--- src/hw/rtl/trms_pkg.sv ---
package trms_pkg;

  localparam int QUEUE_DEPTH   = 256;
  localparam int RELEASE_LIMIT = 16;
  localparam int MIN_BYTES     = 4;
  localparam int MAX_BYTES     = 16;

  localparam int AW = $clog2(QUEUE_DEPTH);
  localparam int CW = $clog2(QUEUE_DEPTH + 1);
  localparam int KW = $clog2(RELEASE_LIMIT + 1);

  localparam logic CMD_SUBMIT = 1'b0;
  localparam logic CMD_TICK   = 1'b1;

  localparam logic [2:0] KIND_IMM   = 3'd0;
  localparam logic [2:0] KIND_SCHED = 3'd1;
  localparam logic [2:0] KIND_FAR   = 3'd2;
  localparam logic [2:0] KIND_SIZE  = 3'd3;
  localparam logic [2:0] KIND_FULL  = 3'd4;
  localparam logic [2:0] KIND_REL   = 3'd5;
  localparam logic [2:0] KIND_SUM   = 3'd6;

  localparam logic [1:0] SRC_ZERO = 2'd0;
  localparam logic [1:0] SRC_IN   = 2'd1;
  localparam logic [1:0] SRC_MEM  = 2'd2;

  localparam logic [1:0] RD_POS = 2'd0;
  localparam logic [1:0] RD_JM1 = 2'd1;
  localparam logic [1:0] RD_K   = 2'd2;
  localparam logic [1:0] RD_I   = 2'd3;

  localparam logic [1:0] REG_MAX_FWD = 2'd0;
  localparam logic [1:0] REG_WINDOW  = 2'd1;
  localparam logic [1:0] REG_SEND    = 2'd2;
  localparam logic [1:0] REG_DEVICE  = 2'd3;

  typedef struct packed {
    logic [63:0]      ts;
    logic [31:0]      arr;
    logic [7:0]       flags;
    logic [4:0]       bytes;
    logic [3:0][31:0] words;
  } entry_t;

  typedef struct packed {
    logic       latch;
    logic       emit;
    logic [2:0] emit_kind;
    logic [1:0] emit_src;
    logic       emit_last;
    logic       emit_sum;
    logic [1:0] rd_sel;
    logic       arr_set;
    logic       pos_clr;
    logic       pos_inc;
    logic       j_load;
    logic       j_dec;
    logic       wr_shift;
    logic       wr_new;
    logic       k_clr;
    logic       k_inc;
    logic       i_clr;
    logic       i_inc;
    logic       tick_commit;
  } ctl_t;

  typedef struct packed {
    logic       is_tick;
    logic [2:0] dec;
    logic       pos_lt_cnt;
    logic       key_le;
    logic       j_gt_pos;
    logic       k_lt_lim;
    logic       due_ok;
    logic       i_lt_k;
  } sts_t;

  function automatic logic [63:0] due_of(input logic [63:0] ts, input logic [63:0] comp);
    due_of = (ts > comp) ? (ts - comp) : 64'd0;
  endfunction

endpackage

--- src/hw/rtl/trms_ctrl.sv ---
module trms_ctrl import trms_pkg::*; (
  input  logic clk,
  input  logic rst_n,
  input  logic start,
  output logic busy,
  input  sts_t sts,
  output ctl_t ctl
);

  localparam logic [3:0] S_IDLE  = 4'd0;
  localparam logic [3:0] S_DEC   = 4'd1;
  localparam logic [3:0] S_SRD   = 4'd2;
  localparam logic [3:0] S_SCMP  = 4'd3;
  localparam logic [3:0] S_HRD   = 4'd4;
  localparam logic [3:0] S_HWR   = 4'd5;
  localparam logic [3:0] S_SDONE = 4'd6;
  localparam logic [3:0] S_TRD   = 4'd7;
  localparam logic [3:0] S_TCMP  = 4'd8;
  localparam logic [3:0] S_RRD   = 4'd9;
  localparam logic [3:0] S_ROUT  = 4'd10;
  localparam logic [3:0] S_SUM   = 4'd11;

  logic [3:0] state_r, state_nxt;

  assign busy = (state_r != S_IDLE);

  always_ff @(posedge clk) begin
    if (!rst_n) begin
      state_r <= S_IDLE;
    end else begin
      state_r <= state_nxt;
    end
  end

  always_comb begin
    state_nxt = state_r;
    ctl = '0;
    unique case (state_r)
      S_IDLE: begin
        if (start) begin
          ctl.latch = 1'b1;
          state_nxt = S_DEC;
        end
      end
      S_DEC: begin
        if (sts.is_tick) begin
          ctl.k_clr = 1'b1;
          state_nxt = S_TRD;
        end else if (sts.dec != KIND_SCHED) begin
          ctl.emit      = 1'b1;
          ctl.emit_kind = sts.dec;
          ctl.emit_src  = (sts.dec == KIND_IMM) ? SRC_IN : SRC_ZERO;
          ctl.emit_last = 1'b1;
          state_nxt     = S_IDLE;
        end else begin
          ctl.arr_set = 1'b1;
          ctl.pos_clr = 1'b1;
          state_nxt   = S_SRD;
        end
      end
      S_SRD: begin
        if (sts.pos_lt_cnt) begin
          ctl.rd_sel = RD_POS;
          state_nxt  = S_SCMP;
        end else begin
          ctl.j_load = 1'b1;
          state_nxt  = S_HRD;
        end
      end
      S_SCMP: begin
        if (sts.key_le) begin
          ctl.pos_inc = 1'b1;
          state_nxt   = S_SRD;
        end else begin
          ctl.j_load = 1'b1;
          state_nxt  = S_HRD;
        end
      end
      S_HRD: begin
        if (sts.j_gt_pos) begin
          ctl.rd_sel = RD_JM1;
          state_nxt  = S_HWR;
        end else begin
          ctl.wr_new = 1'b1;
          state_nxt  = S_SDONE;
        end
      end
      S_HWR: begin
        ctl.wr_shift = 1'b1;
        ctl.j_dec    = 1'b1;
        state_nxt    = S_HRD;
      end
      S_SDONE: begin
        ctl.emit      = 1'b1;
        ctl.emit_kind = KIND_SCHED;
        ctl.emit_src  = SRC_ZERO;
        ctl.emit_last = 1'b1;
        state_nxt     = S_IDLE;
      end
      S_TRD: begin
        if (sts.k_lt_lim) begin
          ctl.rd_sel = RD_K;
          state_nxt  = S_TCMP;
        end else begin
          ctl.i_clr = 1'b1;
          state_nxt = S_RRD;
        end
      end
      S_TCMP: begin
        if (sts.due_ok) begin
          ctl.k_inc = 1'b1;
          state_nxt = S_TRD;
        end else begin
          ctl.i_clr = 1'b1;
          state_nxt = S_RRD;
        end
      end
      S_RRD: begin
        if (sts.i_lt_k) begin
          ctl.rd_sel = RD_I;
          state_nxt  = S_ROUT;
        end else begin
          ctl.rd_sel = RD_K;
          state_nxt  = S_SUM;
        end
      end
      S_ROUT: begin
        ctl.emit      = 1'b1;
        ctl.emit_kind = KIND_REL;
        ctl.emit_src  = SRC_MEM;
        ctl.i_inc     = 1'b1;
        state_nxt     = S_RRD;
      end
      S_SUM: begin
        ctl.emit        = 1'b1;
        ctl.emit_kind   = KIND_SUM;
        ctl.emit_src    = SRC_ZERO;
        ctl.emit_last   = 1'b1;
        ctl.emit_sum    = 1'b1;
        ctl.tick_commit = 1'b1;
        state_nxt       = S_IDLE;
      end
      default: state_nxt = S_IDLE;
    endcase
  end

endmodule

--- config.mk ---
export PLATFORM = sky130hd
export DESIGN_NAME = trms_ctrl
export DESIGN_NICKNAME = d
export VERILOG_FILES = /design/src/hw/rtl/trms_pkg.sv /design/src/hw/rtl/trms_ctrl.sv
export SDC_FILE = /design/constraint.sdc
export NUM_CORES = 1
export LEC_CHECK = 0
export BUFFER_PORTS_ARGS = -buffer_cell sky130_fd_sc_hd__buf_2
export CORE_ASPECT_RATIO = 1.5
export CORE_MARGIN = 2
export CORE_UTILIZATION = 25
export DETAILED_ROUTE_END_ITERATION = 12
export HOLD_SLACK_MARGIN = 0.02
export SYNTH_ARGS = -nofsm -noshare
export SYNTH_HDL_FRONTEND = slang
export SYNTH_SLANG_ARGS = --single-unit
--- constraint.sdc ---
create_clock -name clk -period 1.7 [get_ports clk]
set_clock_uncertainty 0.1 [all_clocks]
set_input_delay 0.085 -clock clk [delete_from_list [all_inputs] [get_ports clk]]
set_output_delay 0.085 -clock clk [all_outputs]
set_load 0.03 [all_outputs]
Yosys cells after proc, flatten, opt, wreduce, memory -nomap -nowiden
Index checks and enable logic that the tools add are counted. W data, S select, Z words.

Mux-type cells: 41. Reduce and logical (&&, ||, !) cells: 4. Equal/unequal tests: 13.

Operators by type and width (count): $pmux W4 S10 (1); $pmux W6 S4 (1); $mux W1 (21); $eq A4 B3 Y1 const B (4); $eq A4 B4 Y1 const B (4); $mux W2 (7); $mux W7 (2); $mux W4 (3); $eq A4 B2 Y1 const B (2); $mux W3 (2); $pmux W1 S2 (3); $pmux W2 S3 (1); $eq A4 B1 Y1 const B (1); $logic_not A4 Y1 (1); $reduce_bool A4 Y1 (1); $logic_not A3 Y1 (1); $ne A3 B1 Y1 const B (1); $ne A2 B2 Y1 const B (1); $reduce_or A2 Y1 (1).

Bits in registers: 4. Input bits: 13. Word-level logic and storage cells: 59.

Depth between registers and ports, before layout
Gate-level depths: netlist (run 1).

Word-level depth: 5. Mapped depth: 6. Mapped depth without buffers: 4.

Least setup slack after synthesis (run 1)
No wires, ideal clock.

Path type: reg-to-output. From: reg state_r[0]. To: out ctl[7] (netlist name). Required time: 1515 ps. Path slack: -314 ps. Stages on the path, launching flop included: 5. Path buffers: 3. Data arrival time: 1829 ps. Path through: dfxtp_1 -> buf_6 -> buf_2 -> nor3b_1 -> buf_4.

RTL lines: start, declared (RTL line trms_ctrl.sv:23) `logic [3:0] state_r, state_nxt;`; start signal, assigned (RTL line trms_ctrl.sv:31) `state_r <= state_nxt;`; end, declared (RTL line trms_ctrl.sv:7) `output ctl_t ctl`.

==> results of run 1 <==
-- area by class of cell --
class / count / area share [%]
multi-input cells: 71 / 54.5
repair buffers: 42 / 26.8
flip-flops and latches: 4 / 8.81
well taps: 37 / 4.79
clock buffers: 3 / 4.27
inverters: 2 / 0.777
-- worst min-delay path, cell delays in order --
cell and delay (ns):
buf_2 0.10, o2111ai_2 0.10, a21oi_2 0.04
-- worst paths after layout --
| kind | to | depth (start not counted) | slack (ns) | from |
|---|---|---|---|---|
| min | state_r[1]$_SDFFE_PN0P_ | 3 | 0.05 | rst_n |
| min reg2reg | state_r[2]$_SDFFE_PN0P_ | 4 | 0.66 | state_r[3]$_SDFFE_PN0P_ |
| max | ctl[18] | 5 | 0.06 | state_r[2]$_SDFFE_PN0P_ |
| max reg2reg | state_r[1]$_SDFFE_PN0P_ | 5 | 0.25 | state_r[1]$_SDFFE_PN0P_ |
-- repair_timing --
item	in CTS	in global routing
buffers inserted	1	0
endpoints found under the setup margin	16	13
hold buffers	0	0
pin swaps	1	0
gates cloned	0	0
resized for setup	8	14
-- cells in the mapped netlist (all sizes together) --
cell and number:
o32ai 2, o32a 1, nand3b 1, dfxtp 4, nand2 5, a21o 2, o21a 1, nand2b 7
nand3 1, and2b 2, buf 12, and3 3, o22ai 2, nor3 1, inv 2, nor2 11
a22oi 1, a22o 2, a2bb2oi 1, nor4 2, and2 3, o21ai 3, nor3b 3, a21oi 8
a31oi 2, o2111ai 1, nor4b 2, nor2b 2, mux2i 2
-- kinds of logic after synthesis --
| family | share of synthesized area [%] |
|---|---|
| compound gates | 27.9 |
| buf+inv | 15.8 |
| flops | 11.8 |
| mux | 2.94 |
| simple gates | 41.5 |
-- power breakdown --
| group | internal, mW | switching [mW] | leakage [nW] |
|---|---|---|---|
| clock network | 0.151 | 0.0552 | 0.0216 |
| logic | 0.312 | 0.467 | 0.393 |
| registers | 0.124 | 0.0551 | 0.0344 |
| total | 0.588 | 0.577 | 0.449 |
-- layer usage --
layer	GRT usage (%)	routed length, um
met3	2.64	83
met4	7.50	50
met5	0	0
met2	25.7	1110
met1	16.1	881
==> key figures, run 1 <==
Status
  • Status: finished, final reports clean

Layout
  • Final core occ: 36.9%
  • Layout cell share with drive strength beyond 1: a little over half
  • FF+latch area: 85.1 um^2
  • Synthesis-to-layout area growth: 41.9%
  • Top Registers: state_r: 4 flops
  • Post-route cell area: between 900 and 1000 um^2
  • Max reg flops: 4
  • Area occupied by multi-input gates: 527 um^2
  • Nets: 137
  • Top reg by flops: state_r
  • Commonest cells after routing, fill and taps aside: buf_2 (27), buf_4 (11), nor2_1 (8), a21oi_1 (7), nand2_1 (5)
  • Non-filler instance count after layout: around 160
  • Most common cell after layout, fill and taps aside: buf_2
  • Antenna diode count: 0
  • Fill cells: approximately 290

Timing
  • Final TNS setup: 0 ns
  • Final min period: ~1.6 ns
  • Maximum clock rate: 0.609 GHz
  • Final setup viols: 0
  • RSZ-0062 raised after global routing: true
  • Worst hold slack: 0.0523 ns
  • Rel. slew slack: roughly two thirds
  • Fin. max-slew vios: 0
  • Fin crit share: a little over nine tenths
  • Hold Vio Cnt, Final: 0
  • Post-route setup slack: around 0.057 ns
  • Worst-Margin Slew: around 0.5 ns

Critical path
  • Critical path, cell by cell: nor4b_4 > nand2b_2 > nor2_2 > a22o_1 > buf_4
  • Worst path arrival time: around 1.5 ns
  • Slowest-stage cell, CP: dfxtp_2
  • Crit-path max cell delay: around 0.36 ns
  • WP buf/inv: 1
  • Critical path class: flip-flop to output port
  • Worst-path maximum fanout: 8
  • Cell family with most CP delay: simple AND/OR/NAND/NOR gates
  • Critical Path End Type: output port
  • Crit path required time: about 1.5 ns
  • Crit path launch type: flip-flop

Place
  • Port bufs: 36
  • Post-placement cell area: just under 900 um^2
  • Pre-CTS setup slack: around 0.10 ns
  • Final HPWL DP: 1690 um
  • Placer Congestion: ~0.87
  • Placed Cells: between 150 and 200

CTS
  • Skew-Pair Late Insertion Delay: 0.22 ns
  • CTS H-tree depth: 1
  • Clock tree buffer depth: 2
  • Num Clock Sinks: 4
  • TritonCTS clock tree: built
  • Clock buffer count from CTS: 3
  • CTS root buffer: clkbuf_8
  • Clk slew on worst S/H paths: ~0.030 ns

Synthesis
  • #FFs+latches synth: 4
  • Largest cells by area after synthesis: dfxtp_1 (12%), buf_4 (6.6%), buf_6 (6.6%)
  • Leading area contributor after synthesis: dfxtp_1
  • Post-Syn Area: just under 700 um^2
  • Syn. warnings: 0
  • Seq/Total Area, Yosys: around an eighth
  • Synth Instances: 89
  • Cell variety after synth: 40
  • Mapped Nets: roughly 100
  • Share of the synthesized area in the top cell type: 11.8%
  • Syn_area_per_cell: between 7 and 8 um^2

Floorplanning
  • DIE AREA: 3160 um^2
  • Starting density of the core: 26.0%
  • Chip width: 46.6 um
  • DIE HEIGHT: roughly 68 um
  • Core area: between 2000 and 3000 um^2
  • Rows: 23
  • IO Pins: 37

Drt
  • Drt drc: 0
  • First-pass DRT Iterations: 5
  • Routed WL: 2120 um
  • Via count: between 700 and 800
  • Vias/cell: 4.83
  • Drt first-iter violations: 28
  • Wire length per cell: between 10 and 15 um
  • Final ANT Viol Nets: 0

GRT
  • Vias in the first global route: 722
  • Global router's overall resource usage: 14.6%
  • Initial antenna violation count: 0
  • Total gr overflow: 0
  • First-pass GRT wire length: ~3300 um
  • Largest net degree at the start of global routing: 19

Job
  • Max cap viols: 0

Power
  • PD cells: 1210 nW/um^2
  • Max VDD drop: about 0.45 mV
  • Static Leak: roughly 0.45 nW
  • Overall Power: 1.16 mW

Hold path
  • Worst hold path class: input port to flip-flop
(Power assumes the default switching activity.)
==> run 2: changes to the inputs <==
Settings changed: ABC_AREA set to 1.
Clock period 1.7 ns to 2 ns, I/O delays scaled along.
==> run 2 against run 1 <==
Against the previous run:
- critical endpoint is now ctl[16]
- largest cell class unchanged
- via count shrank 3.9%
- flip-flop and latch count is the same
- core utilization shrank 0.90 points
- worst hold slack lost 0.017 ns
==> key figures, run 2 <==
Layout
  • Max reg flops: 4 (unchanged)
  • Most common cell after layout, fill and taps aside: buf_2
  • Synthesis-to-layout area growth: 37.8%
  • Layout cell share with drive strength beyond 1: 34.1% (-20 points)
  • Nets: 153 (+12%)
  • Commonest cells after routing, fill and taps aside: buf_2 (36), nand2_1 (25), nor2_1 (20), inv_1 (19), nand3_1 (10)
  • Antenna diode count: 0 (unchanged)
  • Top reg by flops: state_r
  • Top Registers: state_r: 4 flops

CTS
  • Clock buffer count from CTS: 3 (unchanged)
  • CTS root buffer: clkbuf_4
  • Postcts setup bufs: 0 (-1)
  • Clock tree buffer depth: 2 (unchanged)
  • Clk slew on worst S/H paths: 0.04 ns (about the same)
  • Post-cts sizing count: 0 (-8)
  • Num Clock Sinks: 4 (unchanged)
  • CTS H-tree depth: 1 (unchanged)
  • Skew-Pair Late Insertion Delay: 0.23 ns (about the same)
  • TritonCTS clock tree: built
  • CTS Hold Bufs: 0 (unchanged)

Critical path
  • Critical path, cell by cell: inv_2 > nand2_1 > nor2_2 > nand2_1 > nor4_2 > buf_2
  • Reg2Reg Setup Slack: 0.59 ns (+0.34 ns)
  • Crit-path max cell delay: 0.35 ns (about the same)
  • Slowest-stage cell, CP: dfxtp_1
  • Reg2Reg Depth: 7 (+2)
  • CP most frequent cell: nand2_1
  • FF-to-FF Start: state_r[2]$_SDFFE_PN0P_
  • Crit path launch type: flip-flop
  • Worst path arrival time: 1.54 ns (+0.08 ns)
  • Critical Path End Type: output port
  • Reg2reg end: state_r[3]$_SDFFE_PN0P_
  • Worst-path maximum fanout: 6 (-2)
  • Critical path class: flip-flop to output port
  • Crit path required time: 1.80 ns (+0.29 ns)

Floorplanning
  • DIE HEIGHT: 60.4 um (-11%)
  • IO Pins: 37 (unchanged)
  • DIE AREA: 2510 um^2 (-21%)
  • Chip width: 41.6 um (-11%)
  • Core area: 2030 um^2 (-23%)
  • Starting density of the core: 26.1% (+0.12 points)
  • Rows: 20 (-13%)

Power
  • Combinational fraction of design power: 70.7% (+3.8 points)
  • PD cells: 1100 nW/um^2 (-8.8%)
  • Static Leak: 0.499 nW (+11%)
  • Clock power share: 12.0% (-5.7 points)
  • Max VDD drop: 0.461 mV (+2.1%)
  • Internal power: 0.333 mW (-43%)
  • Net Sw Power: 0.469 mW (-19%)
  • Flop pwr share: 17.3% (+1.9 points)
  • Sw Ratio: 58.4% (+8.9 points)

Synthesis
  • Cell variety after synth: 18 (-55%)
  • Seq/Total Area, Yosys: 15.1% (+3.4 points)
  • Most common cell in the netlist: nand2_1
  • #FFs+latches synth: 4 (unchanged)
  • Syn_area_per_cell: 5.14 um^2 (-33%)
  • Post-Syn Area: 529 um^2 (-22%)
  • Leading area contributor after synthesis: nand2_1
  • Fraction of registers with async set/reset: 0% (unchanged)
  • Syn. warnings: 0 (unchanged)
  • Synth cell count leaders: nand2_1 (25), nor2_1 (20), inv_1 (19)
  • Largest cells by area after synthesis: nand2_1 (18%), dfxtp_1 (15%), nor2_1 (14%)
  • Top_reg_cell synth: dfxtp_1
  • Synth Instances: 103 (+16%)
  • Share of the synthesized area in the top cell type: 17.7% (+6.0 points)
  • Mapped Nets: 116 (+14%)
  • Post-synth EDFFs: 0 (unchanged)

Drt
  • Via count: 738 (-3.9%)
  • Drt drc: 0 (unchanged)
  • Routed WL: 1560 um (-26%)
  • Final ANT Viol Nets: 0 (unchanged)
  • Wire length per cell: 9.77 um (-27%)
  • Drt first-iter violations: 5 (-82%)
  • Vias/cell: 4.61 (-4.5%)
  • First-pass DRT Iterations: 4 (-1)

GRT
  • Largest net degree at the start of global routing: 8 (-11)
  • Vias in the first global route: 711 (-1.5%)
  • First-pass GRT wire length: 2710 um (-17%)
  • Initial antenna violation count: 0 (unchanged)
  • Global router's overall resource usage: 13.7% (-0.95 points)
  • Total gr overflow: 0 (unchanged)

Timing
  • Hold Vio Cnt, Final: 0 (unchanged)
  • Final TNS setup: 0 ns (unchanged)
  • RSZ-0062 raised after global routing: false
  • Final setup viols: 0 (unchanged)
  • Fin crit share: 87.0%
  • Final min period: 1.74 ns
  • Worst-Margin Slew: 0.330 ns (-0.178 ns)
  • Maximum clock rate: roughly 0.57 GHz
  • Post-route setup slack: 0.260 ns (+0.204 ns)
  • Rel. slew slack: 77.9% (+12 points)
  • Fin. max-slew vios: 0 (unchanged)

Hold path
  • Worst hold start: rst_n
  • Hold Path End: state_r[3]$_SDFFE_PN0P_
  • Worst hold path class: input port to flip-flop
  • Cell count of the worst hold path: 3 (unchanged)

Status
  • Status: finished, final reports clean

Place
  • Port bufs: 36 (unchanged)
  • Placer Congestion: 0.789 (-8.8%)
  • Final HPWL DP: 1360 um (-19%)
  • Pre-CTS setup slack: 0.512 ns (+0.408 ns)

Job
  • Max cap viols: 0 (unchanged)
## run 2: metal layers
layer  global-route usage [%]  up-vias  routed length, um
li1                         -      387                  -
met3                     1.19        0                 81
met5                        0        -                  0
met1                     14.0      329                580
met2                     27.5       22                901
met4                     6.91        0                  0
## run 2: critical path, delay by kind of cell (launching register included)
family,cells,cell delay (ns)
and+or+nand+nor,4,0.60
buffers and inverters,2,0.36
DFF,1,0.35
## run 2: area by class of cell
class	instances	area, um^2
Inverter	21	78.8
Sequential cell	4	80.1
Fill cell	258	1300
Tap cell	22	27.5
Timing Repair Buffer	36	180
Clock buffer	3	22.5
Multi-Input combinational cell	74	340
## run 2: power by group through the flow
stage / Combinational (mW) / Sequential (mW) / Clock (mW)
detailed placement: 0.571 / 0.140 / 0
finish: 0.567 / 0.139 / 0.0967
CTS: 0.573 / 0.138 / 0.104
floorplan: 0.437 / 0.132 / 0
global placement: 0.569 / 0.136 / 0
global route: 0.645 / 0.142 / 0.106
## run 2: through the flow
step / utilization [%] / cell area (um^2) / hold slack, ns / power [mW] / cells
after floorplan: - / 529 / 0.141 / 0.568 / 103
after global placement: 34.9 / 707 / 0.268 / 0.705 / 157
after detailed placement: 34.9 / 707 / 0.273 / 0.712 / 157
after CTS: 36.0 / 729 / 0.0277 / 0.816 / 160
after global routing: 36.0 / 729 / 0.0368 / 0.893 / 160
final: 36.0 / 729 / 0.0352 / 0.802 / 160
## run 2: worst max-delay path by stage
stage / startpoint / endpoint / slack [ns]
after floorplan: state_r[3]$_SDFFE_PN0P_ / ctl[11] / 0.30
after global placement: state_r[1]$_SDFFE_PN0P_ / ctl[21] / 0.53
after detailed placement: state_r[1]$_SDFFE_PN0P_ / ctl[16] / 0.51
after CTS: state_r[1]$_SDFFE_PN0P_ / ctl[16] / 0.25
after global routing: state_r[1]$_SDFFE_PN0P_ / ctl[16] / 0.12
final: state_r[1]$_SDFFE_PN0P_ / ctl[16] / 0.26
## run 2: cells by family after synthesis
| kind of cell | Yosys count | share of synthesized area, % |
|---|---|---|
| and+or+nand+nor | 63 | 53.7 |
| buffers and inverters | 25 | 20.6 |
| AOI/OAI and AO/OA | 11 | 10.6 |
| DFF | 4 | 15.1 |
==> run 3: changes to the inputs <==
Settings changed: ABC_AREA 1 to unset.
==> run 3 against run 2 <==
Against the previous run:
- global-route usage fell by 1.3 points
- largest power group unchanged
- via count rose by 1.8%
- worst setup slack worse by 0.085 ns
- register-to-register slack worse by 0.14 ns
- critical path depth is 2 lower
- maximum frequency down 4.6%
- count of clock-buffer cells in the layout did not move
- highest routed layer is now met4
==> key figures, run 3 (synthesized netlist as in run 1, its figures left out) <==
Power
  • Combinational fraction of design power: 65.1% (-5.6 points)
  • Net Sw Power: 0.466 mW (-0.55%)
  • Max VDD drop: 0.348 mV (-24%)
  • Static Leak: 0.427 nW (-14%)
  • Sw Ratio: 51.0% (-7.4 points)
  • Clock power share: 19.2% (+7.2 points)
  • Internal power: 0.447 mW (+34%)
  • PD cells: 1040 nW/um^2 (-5.4%)
  • Overall Power: 0.914 mW (+14%)
  • Flop pwr share: 15.7% (-1.6 points)

Timing
  • Rel. slew slack: 69.5% (-8.4 points)
  • Fin crit share: 91.2% (+4.2 points)
  • Final min period: 1.82 ns (+0.0847 ns)
  • Fin. max-slew vios: 0 (unchanged)
  • Hold Vio Cnt, Final: 0 (unchanged)
  • Maximum clock rate: 0.548 GHz (-4.6%)
  • Final setup viols: 0 (unchanged)
  • RSZ-0062 raised after global routing: false
  • Final TNS setup: 0 ns (unchanged)
  • Worst-Margin Slew: 0.457 ns (+0.127 ns)

Job
  • Max cap viols: 0 (unchanged)

Hold path
  • Worst hold path class: input port to flip-flop
  • Worst hold start: rst_n
  • Cell count of the worst hold path: 3 (unchanged)
  • Hold Path End: state_r[1]$_SDFFE_PN0P_

Drt
  • Drt drc: 0 (unchanged)
  • Final ANT Viol Nets: 0 (unchanged)
  • First-pass DRT Iterations: 4 (unchanged)
  • Vias/cell: 4.81 (+4.4%)
  • Routed WL: 1930 um (+24%)
  • Wire length per cell: 12.4 um (+27%)
  • Via count: 751 (+1.8%)
  • Drt first-iter violations: 26 (+21)

GRT
  • Vias in the first global route: 630 (-11%)
  • Initial antenna violation count: 0 (unchanged)
  • Total gr overflow: 0 (unchanged)
  • Global router's overall resource usage: 12.4% (-1.3 points)
  • Largest net degree at the start of global routing: 23 (+15)
  • First-pass GRT wire length: 2750 um (+1.5%)

Place
  • Port bufs: 36 (unchanged)
  • Final HPWL DP: 1510 um (+10%)
  • Placer Congestion: 0.887 (+12%)

Critical path
  • Worst-path maximum fanout: 10 (+4)
  • FF-to-FF Start: state_r[1]$_SDFFE_PN0P_
  • Reg2reg end: state_r[2]$_SDFFE_PN0P_
  • Crit path required time: 1.80 ns (about the same)
  • Crit path launch type: flip-flop
  • Reg2Reg Setup Slack: 0.45 ns (-0.14 ns)
  • Worst path arrival time: 1.62 ns (+0.08 ns)
  • Critical path class: flip-flop to output port
  • Critical Path End Type: output port
  • Reg2Reg Depth: 5 (-2)

CTS
  • Clk slew on worst S/H paths: 0.03 ns (about the same)
  • CTS H-tree depth: 1 (unchanged)
  • Num Clock Sinks: 4 (unchanged)
  • Clock buffer count from CTS: 3 (unchanged)
  • Clock tree buffer depth: 2 (unchanged)
  • Skew-Pair Late Insertion Delay: 0.22 ns (about the same)
  • TritonCTS clock tree: built
  • CTS root buffer: clkbuf_8

Floorplanning
  • Chip width: 46.6 um (+12%)
  • Core area: 2620 um^2 (+29%)
  • Rows: 23 (+15%)
  • Starting density of the core: 26.0% (-0.12 points)
  • DIE AREA: 3160 um^2 (+26%)
  • IO Pins: 37 (unchanged)
  • DIE HEIGHT: 67.9 um (+13%)

Layout
  • Fill cells: 288 (+12%)
  • Most common cell after layout, fill and taps aside: buf_2
  • Nets: 134 (-12%)
  • Area occupied by multi-input gates: 500 um^2 (+47%)
  • Layout cell share with drive strength beyond 1: 46.2% (+12 points)
  • Antenna diode count: 0 (unchanged)
  • Final core occ: 33.5% (-2.4 points)
  • Commonest cells after routing, fill and taps aside: buf_2 (36), nor2_1 (8), a21oi_1 (7), nand2_1 (5), nand2b_1 (5)
  • Top reg by flops: state_r
  • Top Registers: state_r: 4 flops
  • FF+latch area: 80.1 um^2 (unchanged)
  • Synthesis-to-layout area growth: 29.0%
  • Max reg flops: 4 (unchanged)

Status
  • Status: finished, final reports clean
run 3: cell types whose count changed in the layout (fill, tap and decap cells not counted), moves of 3 or more:
cell / change
nand2b_1: +5
inv_1: -17
o21ai_0: -3
clkbuf_8: +3
clkbuf_4: -3
nor2_1: -12
nand2_1: -20
buf_4: +3
nand3_1: -9
and3_1: +3
a21oi_1: +5
run 3: stage by stage:
| step | cells | setup WS [ns] | cell area [um^2] | hold slack, ns |
|---|---|---|---|---|
| 6_report | 156 | 0.176 | 878 | 0.0767 |
| 3_5_place_dp | 153 | 0.336 | 835 | 0.307 |
| 5_1_grt | 156 | 0.0810 | 878 | 0.0830 |
| 2_1_floorplan | 89 | 0.00897 | 686 | 0.149 |
| 3_3_place_gp | 153 | 0.349 | 835 | 0.304 |
| 4_1_cts | 156 | 0.0963 | 876 | 0.0743 |
run 3: power by group through the flow:
stage | sequential [mW] | combinational (mW) | clock [mW]
after floorplan | 0.122 | 0.519 | 0
after global placement | 0.142 | 0.590 | 0
after detailed placement | 0.143 | 0.590 | 0
after CTS | 0.142 | 0.593 | 0.179
after global routing | 0.148 | 0.641 | 0.191
final | 0.143 | 0.594 | 0.176
run 3: cell type report:
type                            instances  share of cell area (%)
Clock buffer                            3                    4.70
Inverter                                2                   0.855
Multi-Input combinational cell         71                    57.0
Sequential cell                         4                    9.12
Tap cell                               37                    5.27
Timing Repair Buffer                   39                    23.1
run 3: worst max-delay path: stages, from the launching register on:
cell and delay [ns]:
dfxtp_1 0.41, nor4b_4 0.41, and2b_1 0.22, and2_1 0.15
buf_2 0.20
run 3: what timing repair did:
action                                 CTS  global route
endpoints found under the hold margin    0             0
buffers inserted                         0             0
setup endpoints to repair                0             3
hold buffers                             0             0
gates resized for setup                  0             1
run 3: metal layers:
metal	wire [um]	track usage (%)	share of wire [%]
met1	846	14.3	44
met2	898	18.8	46
met3	118	2.37	6.1
met4	69	10.7	3.6
met5	0	0	0
run 3: worst max path at each step:
stage,startpoint,to,cells past startpoint
after floorplan,state_r[1]$_SDFFE_PN0P_,ctl[17],5
after global placement,state_r[2]$_SDFFE_PN0P_,ctl[12],5
after detailed placement,state_r[2]$_SDFFE_PN0P_,ctl[12],5
after CTS,state_r[2]$_SDFFE_PN0P_,ctl[12],5
after global routing,state_r[2]$_SDFFE_PN0P_,ctl[18],5
final,state_r[2]$_SDFFE_PN0P_,ctl[10],4
